**config.mk**
```make
export PLATFORM = sky130hd
export DESIGN_NAME = sine_pwm_duty_sequencer
export DESIGN_NICKNAME = d
export VERILOG_FILES = /design/src/spwm_pkg.sv /design/src/sine_pwm_duty_sequencer.sv /design/src/spwm_step_gen.sv /design/src/spwm_duty_map.sv
export SDC_FILE = /design/constraint.sdc
export NUM_CORES = 1
export LEC_CHECK = 0
export BUFFER_PORTS_ARGS = -buffer_cell sky130_fd_sc_hd__buf_2
export CAP_MARGIN = 20
export CORE_UTILIZATION = 40
export CTS_CLUSTER_DIAMETER = 80
export DETAILED_ROUTE_END_ITERATION = 10
export SLEW_MARGIN = 10
export SYNTH_ARGS = -nofsm -noshare
export SYNTH_HDL_FRONTEND = slang
export SYNTH_SLANG_ARGS = --single-unit
```
**constraint.sdc**
```tcl
create_clock -name clk_i -period 3.7 [get_ports clk_i]
set_clock_uncertainty 0.1 [all_clocks]
set_input_delay 1.11 -clock clk_i [delete_from_list [all_inputs] [get_ports clk_i]]
set_output_delay 1.11 -clock clk_i [all_outputs]
set_load 0.01 [all_outputs]
```
**src/spwm_pkg.sv**
```systemverilog
// ----------------------------------------------------------------------------
// spwm_pkg
// Shared constants, types and the sine duty tables of the sine PWM sequencer.
// ----------------------------------------------------------------------------
package spwm_pkg;

  // Table steps per sine period (valid range 8 to 256).
  localparam int PeriodSteps = 200;
  localparam int AddrW       = $clog2(PeriodSteps);
  localparam int HalfSteps   = PeriodSteps / 2;
  localparam int PhaseW      = 8;
  localparam int DutyW       = 7;
  localparam int DutyMax     = 100;
  localparam int CfgIdxW     = 3;
  localparam int CfgDataW    = 8;

  // Q30 fixed point for the table build
  localparam logic [63:0] QOne    = 64'd1 << 30;
  localparam logic [63:0] HalfPiQ = 64'd1686629713;

  typedef enum logic [CfgIdxW-1:0] {
    CfgBridgeMode = 3'd0,
    CfgEnableB    = 3'd1,
    CfgEnableC    = 3'd2,
    CfgPhaseB     = 3'd3,
    CfgPhaseC     = 3'd4
  } cfg_idx_e;

  typedef struct packed {
    logic              bridge_mode;
    logic              enable_b;
    logic              enable_c;
    logic [PhaseW-1:0] phase_b;
    logic [PhaseW-1:0] phase_c;
  } cfg_t;

  // One item after address generation
  typedef struct packed {
    logic             tick;
    logic             bridge_mode;
    logic             enable_b;
    logic             enable_c;
    logic [AddrW-1:0] addr_b;
    logic [AddrW-1:0] addr_c;
  } item_t;

  typedef struct packed {
    logic [DutyW-1:0] duty_b;
    logic             load_b;
    logic [DutyW-1:0] duty_c;
    logic             load_c;
  } result_t;

  typedef logic [DutyW-1:0] rom_t [PeriodSteps];

  // sin((pi/2) * e / PeriodSteps) in Q30, odd series to x^13
  function automatic logic [63:0] quarter_sin(input logic [63:0] e);
    logic [63:0] x;
    logic [63:0] x2;
    logic [63:0] t;
    x  = HalfPiQ * e / 64'(PeriodSteps);
    x2 = x * x / QOne;
    t  = QOne;
    // Horner steps, divisor k*(k-1) for k = 13, 11, 9, 7, 5, 3
    t  = QOne - (x2 * t / QOne) / 64'd156;
    t  = QOne - (x2 * t / QOne) / 64'd110;
    t  = QOne - (x2 * t / QOne) / 64'd72;
    t  = QOne - (x2 * t / QOne) / 64'd42;
    t  = QOne - (x2 * t / QOne) / 64'd20;
    t  = QOne - (x2 * t / QOne) / 64'd6;
    return x * t / QOne;
  endfunction

  function automatic logic [DutyW-1:0] clamp_duty(input logic [63:0] v);
    return (v > 64'(DutyMax)) ? DutyW'(DutyMax) : v[DutyW-1:0];
  endfunction

  // bridge = 0: round(50 + 50*sin), bridge = 1: |round(100*sin)|
  function automatic rom_t build_rom(input logic bridge);
    rom_t        rom;
    logic [63:0] e;
    logic [63:0] mag;
    logic        neg;
    for (int a = 0; a < PeriodSteps; a++) begin
      e   = 64'(4 * a);
      neg = 1'b0;
      if (e >= 64'(2 * PeriodSteps)) begin
        neg = 1'b1;
        e   = e - 64'(2 * PeriodSteps);
      end
      if (e > 64'(PeriodSteps)) begin
        e = 64'(2 * PeriodSteps) - e;
      end
      mag = quarter_sin(e);
      if (mag > QOne) begin
        mag = QOne;
      end
      if (bridge) begin
        rom[a] = clamp_duty((64'd100 * mag + QOne / 2) / QOne);
      end else if (neg) begin
        rom[a] = clamp_duty((64'd50 * QOne - 64'd50 * mag + QOne / 2) / QOne);
      end else begin
        rom[a] = clamp_duty((64'd50 * QOne + 64'd50 * mag + QOne / 2) / QOne);
      end
    end
    return rom;
  endfunction

  localparam rom_t RomIndep  = build_rom(1'b0);
  localparam rom_t RomBridge = build_rom(1'b1);

endpackage

```
**src/sine_pwm_duty_sequencer.sv**
```systemverilog
// ----------------------------------------------------------------------------
// sine_pwm_duty_sequencer
// Sine table PWM duty sequencer for two outputs, independent or bridge mode.
// ----------------------------------------------------------------------------
//
//   channel  direction  handshake              payload
//   -------  ---------  ---------------------  -------------------------------
//   in       sink       in_valid_i/in_stall_o  tick_i
//   out      source     out_valid_o/out_stall_i duty_b_o load_b_o duty_c_o load_c_o
//   cfg      sink       cfg_we_i               cfg_idx_i cfg_wdata_i
//
// One item per cycle while out_stall_i is low: the step counters advance and
// the table addresses are formed at acceptance, the table lookup sits between
// the item register and the result register.
// Reset clears the counters, the configuration and both valid flags; the
// sine tables are constants and need no fill.
// A stalled result holds the result register; the item register keeps taking
// an item until it too is full, then in_stall_o rises.
// ----------------------------------------------------------------------------
module sine_pwm_duty_sequencer (
  input  logic                          clk_i,
  input  logic                          rst_ni,
  // input items
  input  logic                          in_valid_i,
  output logic                          in_stall_o,
  input  logic                          tick_i,
  // result items
  output logic                          out_valid_o,
  input  logic                          out_stall_i,
  output logic [spwm_pkg::DutyW-1:0]    duty_b_o,
  output logic                          load_b_o,
  output logic [spwm_pkg::DutyW-1:0]    duty_c_o,
  output logic                          load_c_o,
  // configuration writes
  input  logic                          cfg_we_i,
  input  logic [spwm_pkg::CfgIdxW-1:0]  cfg_idx_i,
  input  logic [spwm_pkg::CfgDataW-1:0] cfg_wdata_i
);

  spwm_pkg::cfg_t    cfg_q, cfg_d;
  spwm_pkg::item_t   item_d, item_q;
  spwm_pkg::result_t res_d, res_q;
  logic              item_valid_q, item_valid_d;
  logic              out_valid_q, out_valid_d;
  logic              out_free;
  logic              item_move;
  logic              in_accept;

  // Configuration registers; unknown indexes drop the write.
  always_comb begin
    cfg_d = cfg_q;
    if (cfg_we_i) begin
      case (spwm_pkg::cfg_idx_e'(cfg_idx_i))
        spwm_pkg::CfgBridgeMode: cfg_d.bridge_mode = cfg_wdata_i[0];
        spwm_pkg::CfgEnableB:    cfg_d.enable_b    = cfg_wdata_i[0];
        spwm_pkg::CfgEnableC:    cfg_d.enable_c    = cfg_wdata_i[0];
        spwm_pkg::CfgPhaseB:     cfg_d.phase_b     = cfg_wdata_i[spwm_pkg::PhaseW-1:0];
        spwm_pkg::CfgPhaseC:     cfg_d.phase_c     = cfg_wdata_i[spwm_pkg::PhaseW-1:0];
        default:                 cfg_d = cfg_q;
      endcase
    end
  end

  // Pipeline control: the result register frees when empty or taken, the
  // item register moves on whenever the result register is free.
  always_comb begin
    out_free     = !out_valid_q || !out_stall_i;
    item_move    = item_valid_q && out_free;
    in_stall_o   = item_valid_q && !out_free;
    in_accept    = in_valid_i && !in_stall_o;
    item_valid_d = in_accept || (item_valid_q && !item_move);
    out_valid_d  = item_move || (out_valid_q && !out_free);
  end

  // Advance the step counters and form the table addresses.
  spwm_step_gen u_step_gen (
    .clk_i    (clk_i),
    .rst_ni   (rst_ni),
    .accept_i (in_accept),
    .tick_i   (tick_i),
    .cfg_i    (cfg_q),
    .item_o   (item_d)
  );

  // Look up the duties of the held item.
  spwm_duty_map u_duty_map (
    .item_i   (item_q),
    .result_o (res_d)
  );

  always_ff @(posedge clk_i or negedge rst_ni) begin
    if (!rst_ni) begin
      cfg_q        <= '0;
      item_valid_q <= 1'b0;
      out_valid_q  <= 1'b0;
    end else begin
      cfg_q        <= cfg_d;
      item_valid_q <= item_valid_d;
      out_valid_q  <= out_valid_d;
    end
  end

  // Payload registers: load on move, hold otherwise.
  always_ff @(posedge clk_i) begin
    if (in_accept) begin
      item_q <= item_d;
    end
    if (item_move) begin
      res_q <= res_d;
    end
  end

  assign out_valid_o = out_valid_q;
  assign duty_b_o    = res_q.duty_b;
  assign load_b_o    = res_q.load_b;
  assign duty_c_o    = res_q.duty_c;
  assign load_c_o    = res_q.load_c;

`ifndef ASSERT_OFF
  a_accept_fills_item: assert property (@(posedge clk_i) disable iff (!rst_ni)
    in_valid_i && !in_stall_o |=> item_valid_q)
    else $error("accepted item not held in item register");

  a_no_load_zero_b: assert property (@(posedge clk_i) disable iff (!rst_ni)
    out_valid_o && !load_b_o |-> duty_b_o == '0)
    else $error("duty_b nonzero without load_b");

  a_no_load_zero_c: assert property (@(posedge clk_i) disable iff (!rst_ni)
    out_valid_o && !load_c_o |-> duty_c_o == '0)
    else $error("duty_c nonzero without load_c");

  a_duty_range: assert property (@(posedge clk_i) disable iff (!rst_ni)
    out_valid_o |-> duty_b_o <= spwm_pkg::DutyW'(spwm_pkg::DutyMax) &&
                    duty_c_o <= spwm_pkg::DutyW'(spwm_pkg::DutyMax))
    else $error("duty above full scale");
`endif

endmodule

```
**src/spwm_step_gen.sv**
```systemverilog
// ----------------------------------------------------------------------------
// spwm_step_gen
// Step counters of outputs B and C and table address generation per item.
// ----------------------------------------------------------------------------
module spwm_step_gen (
  input  logic                clk_i,
  input  logic                rst_ni,
  input  logic                accept_i,
  input  logic                tick_i,
  input  spwm_pkg::cfg_t      cfg_i,
  output spwm_pkg::item_t     item_o
);

  logic [spwm_pkg::AddrW-1:0] step_b_q, step_b_d;
  logic [spwm_pkg::AddrW-1:0] step_c_q, step_c_d;
  logic                       adv_b, adv_c;

  // Clamp the phase below the period.
  function automatic logic [spwm_pkg::AddrW-1:0] clamp_phase(
    input logic [spwm_pkg::PhaseW-1:0] phase
  );
    logic [spwm_pkg::PhaseW:0] wide;
    wide = {1'b0, phase};
    if (wide >= (spwm_pkg::PhaseW+1)'(spwm_pkg::PeriodSteps)) begin
      return spwm_pkg::AddrW'(spwm_pkg::PeriodSteps - 1);
    end
    return wide[spwm_pkg::AddrW-1:0];
  endfunction

  // (phase + step) mod period, both operands below the period
  function automatic logic [spwm_pkg::AddrW-1:0] address_of(
    input logic [spwm_pkg::PhaseW-1:0] phase,
    input logic [spwm_pkg::AddrW-1:0]  step
  );
    logic [spwm_pkg::AddrW:0] sum;
    sum = (spwm_pkg::AddrW+1)'(clamp_phase(phase)) + (spwm_pkg::AddrW+1)'(step);
    if (sum >= (spwm_pkg::AddrW+1)'(spwm_pkg::PeriodSteps)) begin
      sum = sum - (spwm_pkg::AddrW+1)'(spwm_pkg::PeriodSteps);
    end
    return sum[spwm_pkg::AddrW-1:0];
  endfunction

  function automatic logic [spwm_pkg::AddrW-1:0] next_step(
    input logic [spwm_pkg::AddrW-1:0] step
  );
    return (step == spwm_pkg::AddrW'(spwm_pkg::PeriodSteps - 1)) ?
           '0 : step + spwm_pkg::AddrW'(1);
  endfunction

  always_comb begin
    adv_b = accept_i && tick_i && (cfg_i.bridge_mode || cfg_i.enable_b);
    adv_c = accept_i && tick_i && !cfg_i.bridge_mode && cfg_i.enable_c;
    step_b_d = adv_b ? next_step(step_b_q) : step_b_q;
    step_c_d = adv_c ? next_step(step_c_q) : step_c_q;

    item_o.tick        = tick_i;
    item_o.bridge_mode = cfg_i.bridge_mode;
    item_o.enable_b    = cfg_i.enable_b;
    item_o.enable_c    = cfg_i.enable_c;
    item_o.addr_b      = address_of(cfg_i.phase_b, step_b_q);
    item_o.addr_c      = address_of(cfg_i.phase_c, step_c_q);
  end

  always_ff @(posedge clk_i or negedge rst_ni) begin
    if (!rst_ni) begin
      step_b_q <= '0;
      step_c_q <= '0;
    end else begin
      step_b_q <= step_b_d;
      step_c_q <= step_c_d;
    end
  end

endmodule

```
**src/spwm_duty_map.sv**
```systemverilog
// ----------------------------------------------------------------------------
// spwm_duty_map
// Sine table lookup and mapping of table values onto the B and C duties.
// ----------------------------------------------------------------------------
module spwm_duty_map (
  input  spwm_pkg::item_t   item_i,
  output spwm_pkg::result_t result_o
);

  logic [spwm_pkg::DutyW-1:0] bridge_val;

  always_comb begin
    bridge_val = spwm_pkg::RomBridge[item_i.addr_b];
    result_o   = '0;
    if (item_i.tick) begin
      if (item_i.bridge_mode) begin
        // first half-period drives B, second half drives C
        if (item_i.addr_b < spwm_pkg::AddrW'(spwm_pkg::HalfSteps)) begin
          result_o.duty_b = bridge_val;
        end else begin
          result_o.duty_c = bridge_val;
        end
        result_o.load_b = 1'b1;
        result_o.load_c = 1'b1;
      end else begin
        if (item_i.enable_b) begin
          result_o.duty_b = spwm_pkg::RomIndep[item_i.addr_b];
          result_o.load_b = 1'b1;
        end
        if (item_i.enable_c) begin
          result_o.duty_c = spwm_pkg::RomIndep[item_i.addr_c];
          result_o.load_c = 1'b1;
        end
      end
    end
  end

endmodule
```
## After elaboration in Yosys (flattened, before gate mapping)

Memories as Yosys holds them, arrays and structs flattened.
Cells that the tools add are included.

- Flip-flop bits (word level): 73
- Output and inout port bits: 18
- Memories kept: 3
- Input port bits: 17
- Bits in read-only memories: 5376

Memory list:

| name | words | bits a word | read ports | clocked after Yosys merged registers in | wr ports | RTL line | RTL |
|---|---|---|---|---|---|---|---|
| (name not given) | 256 | 7 | 1 | 0 | 0 | spwm_duty_map.sv:27 | `result_o.duty_b = spwm_pkg::RomIndep[item_i.addr_b];` |
| (name not given) | 256 | 7 | 1 | 0 | 0 | spwm_duty_map.sv:31 | `result_o.duty_c = spwm_pkg::RomIndep[item_i.addr_c];` |
| (name not given) | 256 | 7 | 1 | 0 | 0 | spwm_duty_map.sv:13 | `bridge_val = spwm_pkg::RomBridge[item_i.addr_b];` |

- $lt $le $gt $ge: 7
- Multiplexer cells: 21
- Equality and inequality tests: 6
- Add/subtract/negate cells: 6
- Reduce and logical (&&, ||, !) cells: 25
- Bitwise operators: 2

Operators with widths:

| operator | count |
|---|---|
| $mux 8 | 10 |
| $mux 7 | 8 |
| $add 8x8->9 | 2 |
| $ge 9x8->1 const B | 2 |
| $ge 9x9->1 const B | 2 |
| $not 8->9 | 2 |
| $add 8x1->8 const B | 2 |
| $eq 8x8->1 const B | 2 |
| $ge 8x8->1 const B | 2 |
| $mux 16 | 1 |
| $sub 8x8->8 const B | 2 |
| $reduce_and 2->1 | 5 |
| $logic_and 1x1->1 | 9 |
| $lt 8x7->1 const B | 1 |
| $eq 3x2->1 const B | 2 |
| $logic_not 1->1 | 6 |
| $logic_or 1x1->1 | 4 |
| $eq 3x1->1 const B | 1 |
| $eq 3x3->1 const B | 1 |
| $logic_not 3->1 | 1 |
| $mux 1 | 2 |

## Logic depth before layout (Yosys ltp)

Gate-level depths: netlist (run 1).

- Word-level depth: 9
- Depth in mapped cells: 14

## By module

Synthesis (run 1) repeated with hierarchy kept, for this count alone.

- Cells, all modules: 1063
- Area total of the unflattened synthesis: 8563.2 um^2

Modules (own cells, without submodules):

| module | sequential area each (um^2) | cells an instance | times used | area an instance (um^2) |
|---|---|---|---|---|
| spwm_duty_map | 0.0 | 738 | 1 | 4636.9 |
| sine_pwm_duty_sequencer | 1606.5 | 88 | 1 | 1963.1 |
| spwm_step_gen | 400.4 | 237 | 1 | 1963.1 |

## Worst setup path before layout (run 1)

Ideal clock, no wire load.

- Kind: flip-flop to flip-flop
- Start point: reg cfg_q[12] in the netlist's numbering
- End point: reg item_q[12] in the netlist's numbering, data pin
- Setup time: 0.270 ns
- Path slack: -0.313 ns
- Arrival: 3.643 ns
- Buffers on the path: 0
- Cell stages (with the launch flop): 15
- Clock period less this slack: 4.013 ns
- Path through: dfrtp_1 o311ai_0 nand2b_1 ha_1 fa_1 a211oi_1 nor2_1 or2_2 ha_1 nor4b_1 a41oi_1 nand4_1 and2_1 o41ai_2 mux2i_1

RTL lines:

| what | RTL line | RTL |
|---|---|---|
| start, declared | sine_pwm_duty_sequencer.sv:40 | `spwm_pkg::cfg_t cfg_q, cfg_d;` |
| start signal, assigned | sine_pwm_duty_sequencer.sv:97 | `cfg_q <= cfg_d;` |
| end signal, assigned | sine_pwm_duty_sequencer.sv:106 | `item_q <= item_d;` |
| end, declared | sine_pwm_duty_sequencer.sv:41 | `spwm_pkg::item_t item_d, item_q;` |

==> run metrics, run 1 <==
Top FF cell, synth=dfrtp_1; global-route wire length before repair=42.4 mm; Routed WL=26.3 mm; R2R cell count=15; initial antenna violation count=0; slew of the pin with the lowest slew margin=965 ps; worst path arrival time=3630 ps; flops & latches, synth=73; Num CTS Buffers=9; peak supply drop=0.506 mV; fmax=274 MHz; Syn Nets=1141; Yosys top cell area share=0.125; Buffers on Ports=34; fin area=9670 µm²; grt total ovfl=0; CP Launch Type=register; min-delay worst type=register to register; Leak Pwr=3.73 nW; max_cap viols=0; Synth area leaders=edfxtp_1 13%, dfrtp_1 11%, ha_1 6.4%, o21ai_0 4.8%, nand2_1 3.9%; Period Utilization, post-route=0.986; DRC=0; critical path peak fanout=5; Int Power=0.00456 W; number of H-tree levels=3; biggest area consumer among synthesized cells=edfxtp_1; dpl hpwl=18.8 mm; crit path cell chain=o311ai_4 -> nand2b_1 -> ha_4 -> fa_2 -> a211oi_2 -> nor2_1 -> or2_4 -> ha_4 -> nor4b_4 -> a41oi_2 -> nand4_1 -> buf_4 -> a211oi_2 -> a32oi_1 -> xnor2_1; Yosys warning total=0; Core ar.=21100 µm²; pin count of the biggest net entering global routing=78; antenna diode count=0; sequential power share=0.161; # clock sinks=73; biggest cell delay along the critical path=410 ps; synthesized area=8620 µm²; IO Pins=35; sequential share of the synthesized area=0.233; most frequent cells in the layout=89 x nand2_1, 80 x o21ai_0, 80 x nor2_1; Max Slew Vio Count=0; Worst Slack Setup Final=52.1 ps; Layout Cells excl Fill=1363; Nets=1146; Data required, critical path=3680 ps; Initial Util=0.409; die area=22100 µm²; drt pass-1 iters=5; Post-DP Area=9190 µm²; Longest Clk Path Bufs=2; drt first-iter violations=960; Fin. Hold Viols=0; hold_sp=item_valid_q; wire per inst=19.3 µm; reg2reg start=cfg_q[11]; gr usage total=0.240; Mapped Cells=1078; kind of critical path=register to register; routability cong.=0.959; EDFF count, synth=36; post-place setup slack=-82.4 ps; Total Power=0.00941 W; Fill cells=2054; flop2flop setup slack=50 ps; P per Cell Area=973 nW/µm²; hold depth=1; row count=53; syn avg cell area=8.00 µm²; vias per inst=6.39; Net Sw Frac=0.515; fin crit period=3650 ps; NetSw=0.00485 W; Logic pwr share=0.751; CTS tree=yes; Die Y=149 µm; Setup crit end kind=register; number of global-route vias before repair=7887; Reg2Reg Capture Point=item_q[13]; P&R area growth vs syn=12.2%; ANT nets after route=0; status=completed; clk_lat worst skew=350 ps; Max transition margin=0.357; commonest non-fill, non-tap cell in the layout=nand2_1; routed vias=8716; clock root cell=clkbuf_16; CP max stage cell=dfrtp_1; Setup TNS=0 ps; FFs w/ async S/R, synth=0.507; chip width=149 µm; Inst Count DP=1341; RSZ-0062 raised after global routing=true; Hold-fix buffers, CTS=0; Clk pwr share=0.089; distinct cell type count after synthesis=84; Worst-path clk slew=70 ps; share of cells above drive strength 1=0.176; final setup vio count=0
-- worst max path at each step --
stage          startpoint    endpoint  cells past startpoint
2_1_floorplan   cfg_q[11]  item_q[12]                     14
3_3_place_gp    cfg_q[11]  item_q[13]                     15
3_5_place_dp    cfg_q[11]  item_q[13]                     15
4_1_cts          cfg_q[5]   item_q[4]                     14
5_1_grt         cfg_q[11]  item_q[13]                     15
6_report        cfg_q[11]  item_q[13]                     15
-- flip-flops by register name, summed over array words and instances (netlist names), 7 cells and up, named ones only --
name	cells
item_q	20
duty_c_o	7
duty_b_o	7
cfg_q	19
u_step_gen.step_c_q	8
u_step_gen.step_b_q	8
-- cell usage after synthesis (8+ instances only) --
| library cell | number |
|---|---|
| nand2_1 | 89 |
| o21ai_0 | 82 |
| nor2_1 | 80 |
| a21oi_1 | 66 |
| clkbuf_1 | 62 |
| ha_1 | 44 |
| dfrtp_1 | 37 |
| edfxtp_1 | 36 |
| nand2b_1 | 34 |
| nand3_1 | 32 |
| nor2b_1 | 32 |
| a211oi_1 | 29 |
| mux2_2 | 29 |
| inv_1 | 27 |
| buf_2 | 26 |
| nor3_1 | 26 |
| o211ai_1 | 26 |
| and2_1 | 21 |
| a21o_1 | 14 |
| xnor2_1 | 14 |
| a31oi_1 | 13 |
| o22ai_1 | 13 |
| a311oi_1 | 12 |
| mux2i_1 | 12 |
| mux4_2 | 12 |
| o311ai_0 | 11 |
| o21a_1 | 10 |
| a2111oi_0 | 9 |
| a221oi_1 | 9 |
| a211o_1 | 8 |
| and3_1 | 8 |
| nor3b_1 | 8 |
-- cell type report --
class | instances | area [µm²] | share of cell area
inverters | 31 | 116 | 0.0120
clock buffers | 10 | 239 | 0.0247
clock inverters | 6 | 47.5 | 0.00492
flip-flops and latches | 73 | 2010 | 0.207
multi-input cells | 876 | 6280 | 0.649
well taps | 275 | 344 | 0.0356
repair buffers | 92 | 643 | 0.0665
-- repair_timing --
item / 4_1_cts / 5_1_grt
pin swaps: 8 / 21
resized for setup: 6 / 21
buffers inserted: 3 / 3
endpoints found under the setup margin: 5 / 10
-- critical path: cells and delay by family, from the launching register on --
kind / cells / cell delay, ps
AOI/OAI and AO/OA: 5 / 1050
and+or+nand+nor: 5 / 760
adders and majority gates: 3 / 740
DFF: 1 / 410
buffers and inverters: 1 / 160
xor gates and xnor gates: 1 / 150
-- per-stage QoR --
| stage | util | hold WS, ps |
|---|---|---|
| after global placement | 0.436 | 353 |
| after global routing | 0.459 | 415 |
| final | 0.459 | 369 |
| after CTS | 0.452 | 375 |
| after detailed placement | 0.436 | 360 |
| after floorplan | - | 336 |
-- routing by layer --
layer	track usage	wire [µm]	vias up
met5	0	0	-
met4	0.102	988	0
met3	0.0401	2080	76
met2	0.350	11600	431
met1	0.348	11600	4095
li1	-	-	4114
-- kinds of logic (layout without fill, tap and decap cells) --
kind of cell | after synthesis | count (layout) | synth area share
buffers and inverters | 129 | 139 | 0.0617
XOR/XNOR | 20 | 20 | 0.0203
flip-flops | 73 | 73 | 0.233
AND/OR/NAND/NOR | 370 | 370 | 0.217
multiplexers | 53 | 53 | 0.0832
adder cells (fa/ha/maj) | 46 | 46 | 0.0685
AO/OA/AOI/OAI | 387 | 387 | 0.316
-- power by group through the flow --
| stage | sequential (W) | combinational (W) | clock, W |
|---|---|---|---|
| after detailed placement | 0.00151 | 0.00661 | 0 |
| after global routing | 0.00156 | 0.00767 | 0.000889 |
| after floorplan | 0.00132 | 0.00505 | 0 |
| after CTS | 0.00150 | 0.00670 | 0.000864 |
| after global placement | 0.00151 | 0.00664 | 0 |
| final | 0.00151 | 0.00707 | 0.000834 |
No activity file was read; power rests on OpenSTA's default activity.
==> run 2: changes to the inputs <==
==> constraint.sdc (replaced) <==
create_clock -name clk_i -period 3.7 [get_ports clk_i]
set_clock_uncertainty 0.1 [all_clocks]
set_input_delay 0.74 -clock clk_i [delete_from_list [all_inputs] [get_ports clk_i]]
set_output_delay 0.74 -clock clk_i [all_outputs]
set_load 0.01 [all_outputs]
==> run metrics, run 2 (synthesized netlist as in run 1, its figures left out) <==
Setup TNS=0 ps (unchanged); chip width=149 µm (unchanged); kind of critical path=register to register (unchanged); row count=53 (unchanged); number of H-tree levels=3 (unchanged); RSZ-0062 raised after global routing=true (unchanged); min-delay worst type=register to register (unchanged); antenna diode count=0 (unchanged); initial antenna violation count=0 (unchanged); ANT nets after route=0 (unchanged); status=completed (unchanged); Leak Pwr=3.73 nW (about the same); wire per inst=19.6 µm (was 19.3 µm); Hold-fix buffers, CTS=0 (unchanged); Post-DP Area=9180 µm² (was 9190 µm²); grt total ovfl=0 (unchanged); fin area=9670 µm² (about the same); Longest Clk Path Bufs=2 (unchanged); number of global-route vias before repair=7958 (was 7887); slew of the pin with the lowest slew margin=973 ps (was 965 ps); P&R area growth vs syn=12.2% (about the same); critical path peak fanout=5 (unchanged); Routed WL=26.7 mm (was 26.3 mm); Initial Util=0.409 (unchanged); worst path arrival time=3660 ps (was 3630 ps); share of cells above drive strength 1=0.176 (about the same); Period Utilization, post-route=0.995 (was 0.986); Nets=1145 (was 1146); Top Registers=item_q: 20 flops, cfg_q: 19 flops (unchanged); Fin. Hold Viols=0 (unchanged); vias per inst=6.43 (was 6.39); Core ar.=21100 µm² (unchanged); Worst Slack Setup Final=19.3 ps (was 52.1 ps); pin count of the biggest net entering global routing=78 (unchanged); global-route wire length before repair=42.3 mm (was 42.4 mm); drt pass-1 iters=5 (unchanged); fin crit period=3680 ps (was 3650 ps); drt first-iter violations=991 (was 960); dpl hpwl=18.8 mm (about the same); Clk pwr share=0.092 (was 0.089); most frequent cells in the layout=89 x nand2_1, 80 x nor2_1, 78 x o21ai_0 (was 89 x nand2_1, 80 x o21ai_0, 80 x nor2_1); IO Pins=35 (unchanged); sequential power share=0.159 (was 0.161); flop2flop setup slack=20 ps (was 50 ps); max_cap viols=0 (unchanged); CTS tree=yes (unchanged); commonest non-fill, non-tap cell in the layout=nand2_1 (unchanged); hold depth=1 (unchanged); final setup vio count=0 (unchanged); Total Power=0.00948 W (was 0.00941 W); R2R cell count=15 (unchanged); CP Launch Type=register (unchanged); Most flops, register=item_q (unchanged); die area=22100 µm² (unchanged); hold_sp=item_valid_q (unchanged); Int Power=0.00461 W (was 0.00456 W); routed vias=8755 (was 8716); DRC=0 (unchanged); clk_lat worst skew=340 ps (was 350 ps); max FFs per register=20 (unchanged); Reg2Reg Capture Point=item_q[13] (unchanged); fmax=272 MHz (was 274 MHz); Net Sw Frac=0.514 (was 0.515); routability cong.=0.943 (was 0.959); final hold slack=373 ps (was 369 ps); Buffers on Ports=34 (unchanged); # clock sinks=73 (unchanged); Num CTS Buffers=9 (unchanged); Max Slew Vio Count=0 (unchanged); P per Cell Area=980 nW/µm² (was 973 nW/µm²); Die Y=149 µm (unchanged); reg2reg start=cfg_q[12] (was cfg_q[11]); Setup crit end kind=register (unchanged); Worst-path clk slew=60 ps (was 70 ps); NetSw=0.00487 W (was 0.00485 W); Logic pwr share=0.749 (was 0.751); Max transition margin=0.351 (was 0.357); gr usage total=0.239 (was 0.240); post-place setup slack=-75.8 ps (was -82.4 ps); clock root cell=clkbuf_16 (unchanged); Data required, critical path=3680 ps (about the same); peak supply drop=0.465 mV (was 0.506 mV)
-- run 2: worst max-delay path, cell delays in order (launching register included) --
cell	delay (ps)
dfrtp_1	420
o311ai_4	320
nand2b_1	150
ha_4	190
fa_2	360
a211oi_2	260
nor2_1	100
or2_4	260
ha_4	170
nor4b_4	130
a41oi_1	190
nand4_1	150
buf_4	170
a211oi_2	170
a32oi_1	140
xnor2_1	150
-- run 2: how the worst max path moves through the flow --
stage | from | end | slack, ps | cells after the start
after CTS | cfg_q[5] | item_q[6] | 8 | 14
after detailed placement | cfg_q[3] | item_q[6] | -80 | 15
after floorplan | cfg_q[11] | item_q[12] | 20 | 14
after global routing | cfg_q[12] | item_q[13] | -240 | 15
final | cfg_q[12] | item_q[13] | 20 | 15
after global placement | cfg_q[11] | item_q[13] | 20 | 15
-- run 2: power groups by stage --
stage          Combinational (W)  Sequential (W)  Clock (W)
2_1_floorplan            0.00505         0.00132          0
3_3_place_gp             0.00665         0.00150          0
3_5_place_dp             0.00662         0.00151          0
4_1_cts                  0.00670         0.00150   0.000896
5_1_grt                  0.00767         0.00155   0.000930
6_report                 0.00710         0.00150   0.000874
-- run 2: metal layers --
metal,up-vias,global-route usage,share of wire
met3,71,0.0367,0.081
met1,4113,0.338,0.45
li1,4110,-,-
met5,-,0,0
met4,0,0.0944,0.033
met2,461,0.363,0.44
-- run 2: metrics by stage --
step / util / std cells
global placement: 0.435 / 1339
global route: 0.458 / 1361
floorplan: - / 1078
detailed placement: 0.435 / 1339
finish: 0.458 / 1361
CTS: 0.451 / 1354
-- run 2: repair_timing --
item,CTS,global route
gates resized for setup,7,20
pin swaps,5,25
buffers inserted,0,7
setup endpoints to repair,7,8
-- run 2: final cells by class --
class                      instances  area [µm²]
clock buffer                      11         275
clock inverter                     4        28.8
fill                            2033       11400
inverter                          31         116
multi-input combinational        876        6260
sequential                        73        2010
tap                              275         344
timing repair buffer              91         636
==> run 3: changes to the inputs <==
Settings changed: CORE_UTILIZATION 40 to 45.
==> run metrics, run 3 (synthesized netlist as in run 1, its figures left out) <==
commonest non-fill, non-tap cell in the layout=nand2_1 (unchanged); RSZ-0062 raised after global routing=true (unchanged); clock root cell=clkbuf_16 (unchanged); Longest Clk Path Bufs=2 (unchanged); Num CTS Buffers=9 (unchanged); Worst Slack Setup Final=47.2 ps (was 19.3 ps); antenna diode count=0 (unchanged); Setup crit end kind=register (unchanged); final hold slack=368 ps (was 373 ps); post-place setup slack=-55.7 ps (was -75.8 ps); Data required, critical path=3790 ps (was 3680 ps); Max transition margin=0.442 (was 0.351); gr usage total=0.294 (was 0.239); Top Registers=item_q: 20 flops, cfg_q: 19 flops (unchanged); fin crit period=3650 ps (was 3680 ps); drt pass-1 iters=5 (unchanged); Nets=1164 (was 1145); fmax=274 MHz (was 272 MHz); P&R area growth vs syn=13.3% (was 12.2%); dpl hpwl=20.8 mm (was 18.8 mm); Layout Cells excl Fill=1340 (was 1361); kind of critical path=register to register (unchanged); min-delay worst type=register to register (unchanged); clk_lat worst skew=350 ps (was 340 ps); Total Power=0.00984 W (was 0.00948 W); Leak Pwr=3.82 nW (was 3.73 nW); number of global-route vias before repair=8173 (was 7958); Most flops, register=item_q (unchanged); grt total ovfl=0 (unchanged); DRC=0 (unchanged); worst path arrival time=3750 ps (was 3660 ps); row count=50 (was 53); crit path cell chain=o311ai_4 -> nand2b_1 -> ha_2 -> fa_2 -> a211oi_2 -> nor2_1 -> or2_4 -> ha_4 -> nor4b_2 -> o21ai_0 -> nand4_1 -> and2_4 -> o41ai_4 -> mux2i_1 (was o311ai_4 -> nand2b_1 -> ha_4 -> fa_2 -> a211oi_2 -> nor2_1 -> or2_4 -> ha_4 -> nor4b_4 -> a41oi_1 -> nand4_1 -> buf_4 -> a211oi_2 -> a32oi_1 -> xnor2_1); routability cong.=0.974 (was 0.943); final setup vio count=0 (unchanged); share of cells above drive strength 1=0.189 (was 0.176); Final Util=0.520 (was 0.458); global-route wire length before repair=45.4 mm (was 42.3 mm); max_cap viols=0 (unchanged); CP Launch Type=register (unchanged); Routed WL=29.1 mm (was 26.7 mm); Die Y=140 µm (was 149 µm); ANT nets after route=0 (unchanged); vias per inst=6.62 (was 6.43); Buf/Inv on CP=0 (was 1); die area=19700 µm² (was 22100 µm²); most frequent cells in the layout=89 x nand2_1, 82 x o21ai_0, 80 x nor2_1 (was 89 x nand2_1, 80 x nor2_1, 78 x o21ai_0); Fill cells=1758 (was 2033); Fin. Hold Viols=0 (unchanged); number of H-tree levels=3 (unchanged); Period Utilization, post-route=0.987 (was 0.995); critical path peak fanout=6 (was 5); initial antenna violation count=0 (unchanged); chip width=140 µm (was 149 µm); CP max stage cell=dfrtp_1 (unchanged); Core ar.=18800 µm² (was 21100 µm²); # clock sinks=73 (unchanged); CTS tree=yes (unchanged); status=completed (unchanged); CP top delay family=simple AND/OR/NAND/NOR gates (was compound AO/OA/AOI/OAI gates); Buffers on Ports=34 (unchanged); drt first-iter violations=1083 (was 991); Initial Util=0.459 (was 0.409); peak supply drop=0.429 mV (was 0.465 mV); Inst Count DP=1315 (was 1339); IO Pins=35 (unchanged); max FFs per register=20 (unchanged); routed vias=8877 (was 8755); P per Cell Area=1010 nW/µm² (was 980 nW/µm²); biggest cell delay along the critical path=400 ps (was 420 ps); Worst-path clk slew=60 ps (about the same); slew of the pin with the lowest slew margin=837 ps (was 973 ps); wire per inst=21.7 µm (was 19.6 µm); pin count of the biggest net entering global routing=63 (was 78); Max Slew Vio Count=0 (unchanged)
==> run 3: metal layers <==
layer	track usage	vias to the layer above	part of all wire	wire length (µm)
met3	0.0513	83	0.076	2200
li1	-	4152	-	-
met2	0.464	467	0.46	13300
met4	0.141	0	0.043	1260
met1	0.389	4175	0.42	12300
met5	0	-	0	0
==> run 3: final cells by class <==
cell class,instances,area [µm²],area share
clock inverter,5,61.3,0.00628
multi-input combinational,876,6240,0.639
clock buffer,11,243,0.0248
sequential,73,2010,0.205
tap,234,293,0.0300
inverter,31,116,0.0119
timing repair buffer,110,803,0.0822
==> run 3: worst reg2reg max path: stages, from the launching register on <==
cell and delay (ps):
dfrtp_1 400, o311ai_4 300, nand2b_1 90, ha_2 190, fa_2 380, a211oi_2 270, nor2_1 100, or2_4 280
ha_4 180, nor4b_2 150, o21ai_0 110, nand4_1 210, and2_4 230, o41ai_4 260, mux2i_1 240
==> run 3: path summary, 6_finish.rpt <==
path                       depth (start not counted)  slack (ps)                endpoint         start
min                                                1         370                register  item_valid_q
min in group asynchronous                          1         390  u_step_gen.step_c_q[1]        rst_ni
max reg2reg                                       14          50               item_q[4]      cfg_q[5]
max in group asynchronous                          1        2580  u_step_gen.step_b_q[2]        rst_ni
max                                               14          50               item_q[4]      cfg_q[5]
min reg2reg                                        1         370                register  item_valid_q
==> run 3: stage by stage <==
step | cell area, µm² | setup TNS, ps
6_report | 9770 | 0
5_1_grt | 9770 | -805
4_1_cts | 9610 | 0
3_5_place_dp | 9280 | -115
3_3_place_gp | 9280 | 0
2_1_floorplan | 8670 | 0
==> run 3: what timing repair did <==
action                     CTS  global route
gates resized for setup      2            18
pin swaps                    4            17
buffers inserted             2             7
setup endpoints to repair    4            10
hold buffers                 0             0
==> run 3: power by group <==
part           switching, W  internal (W)
Sequential         0.000331       0.00114
Combinational       0.00436       0.00309
Clock              0.000375      0.000547
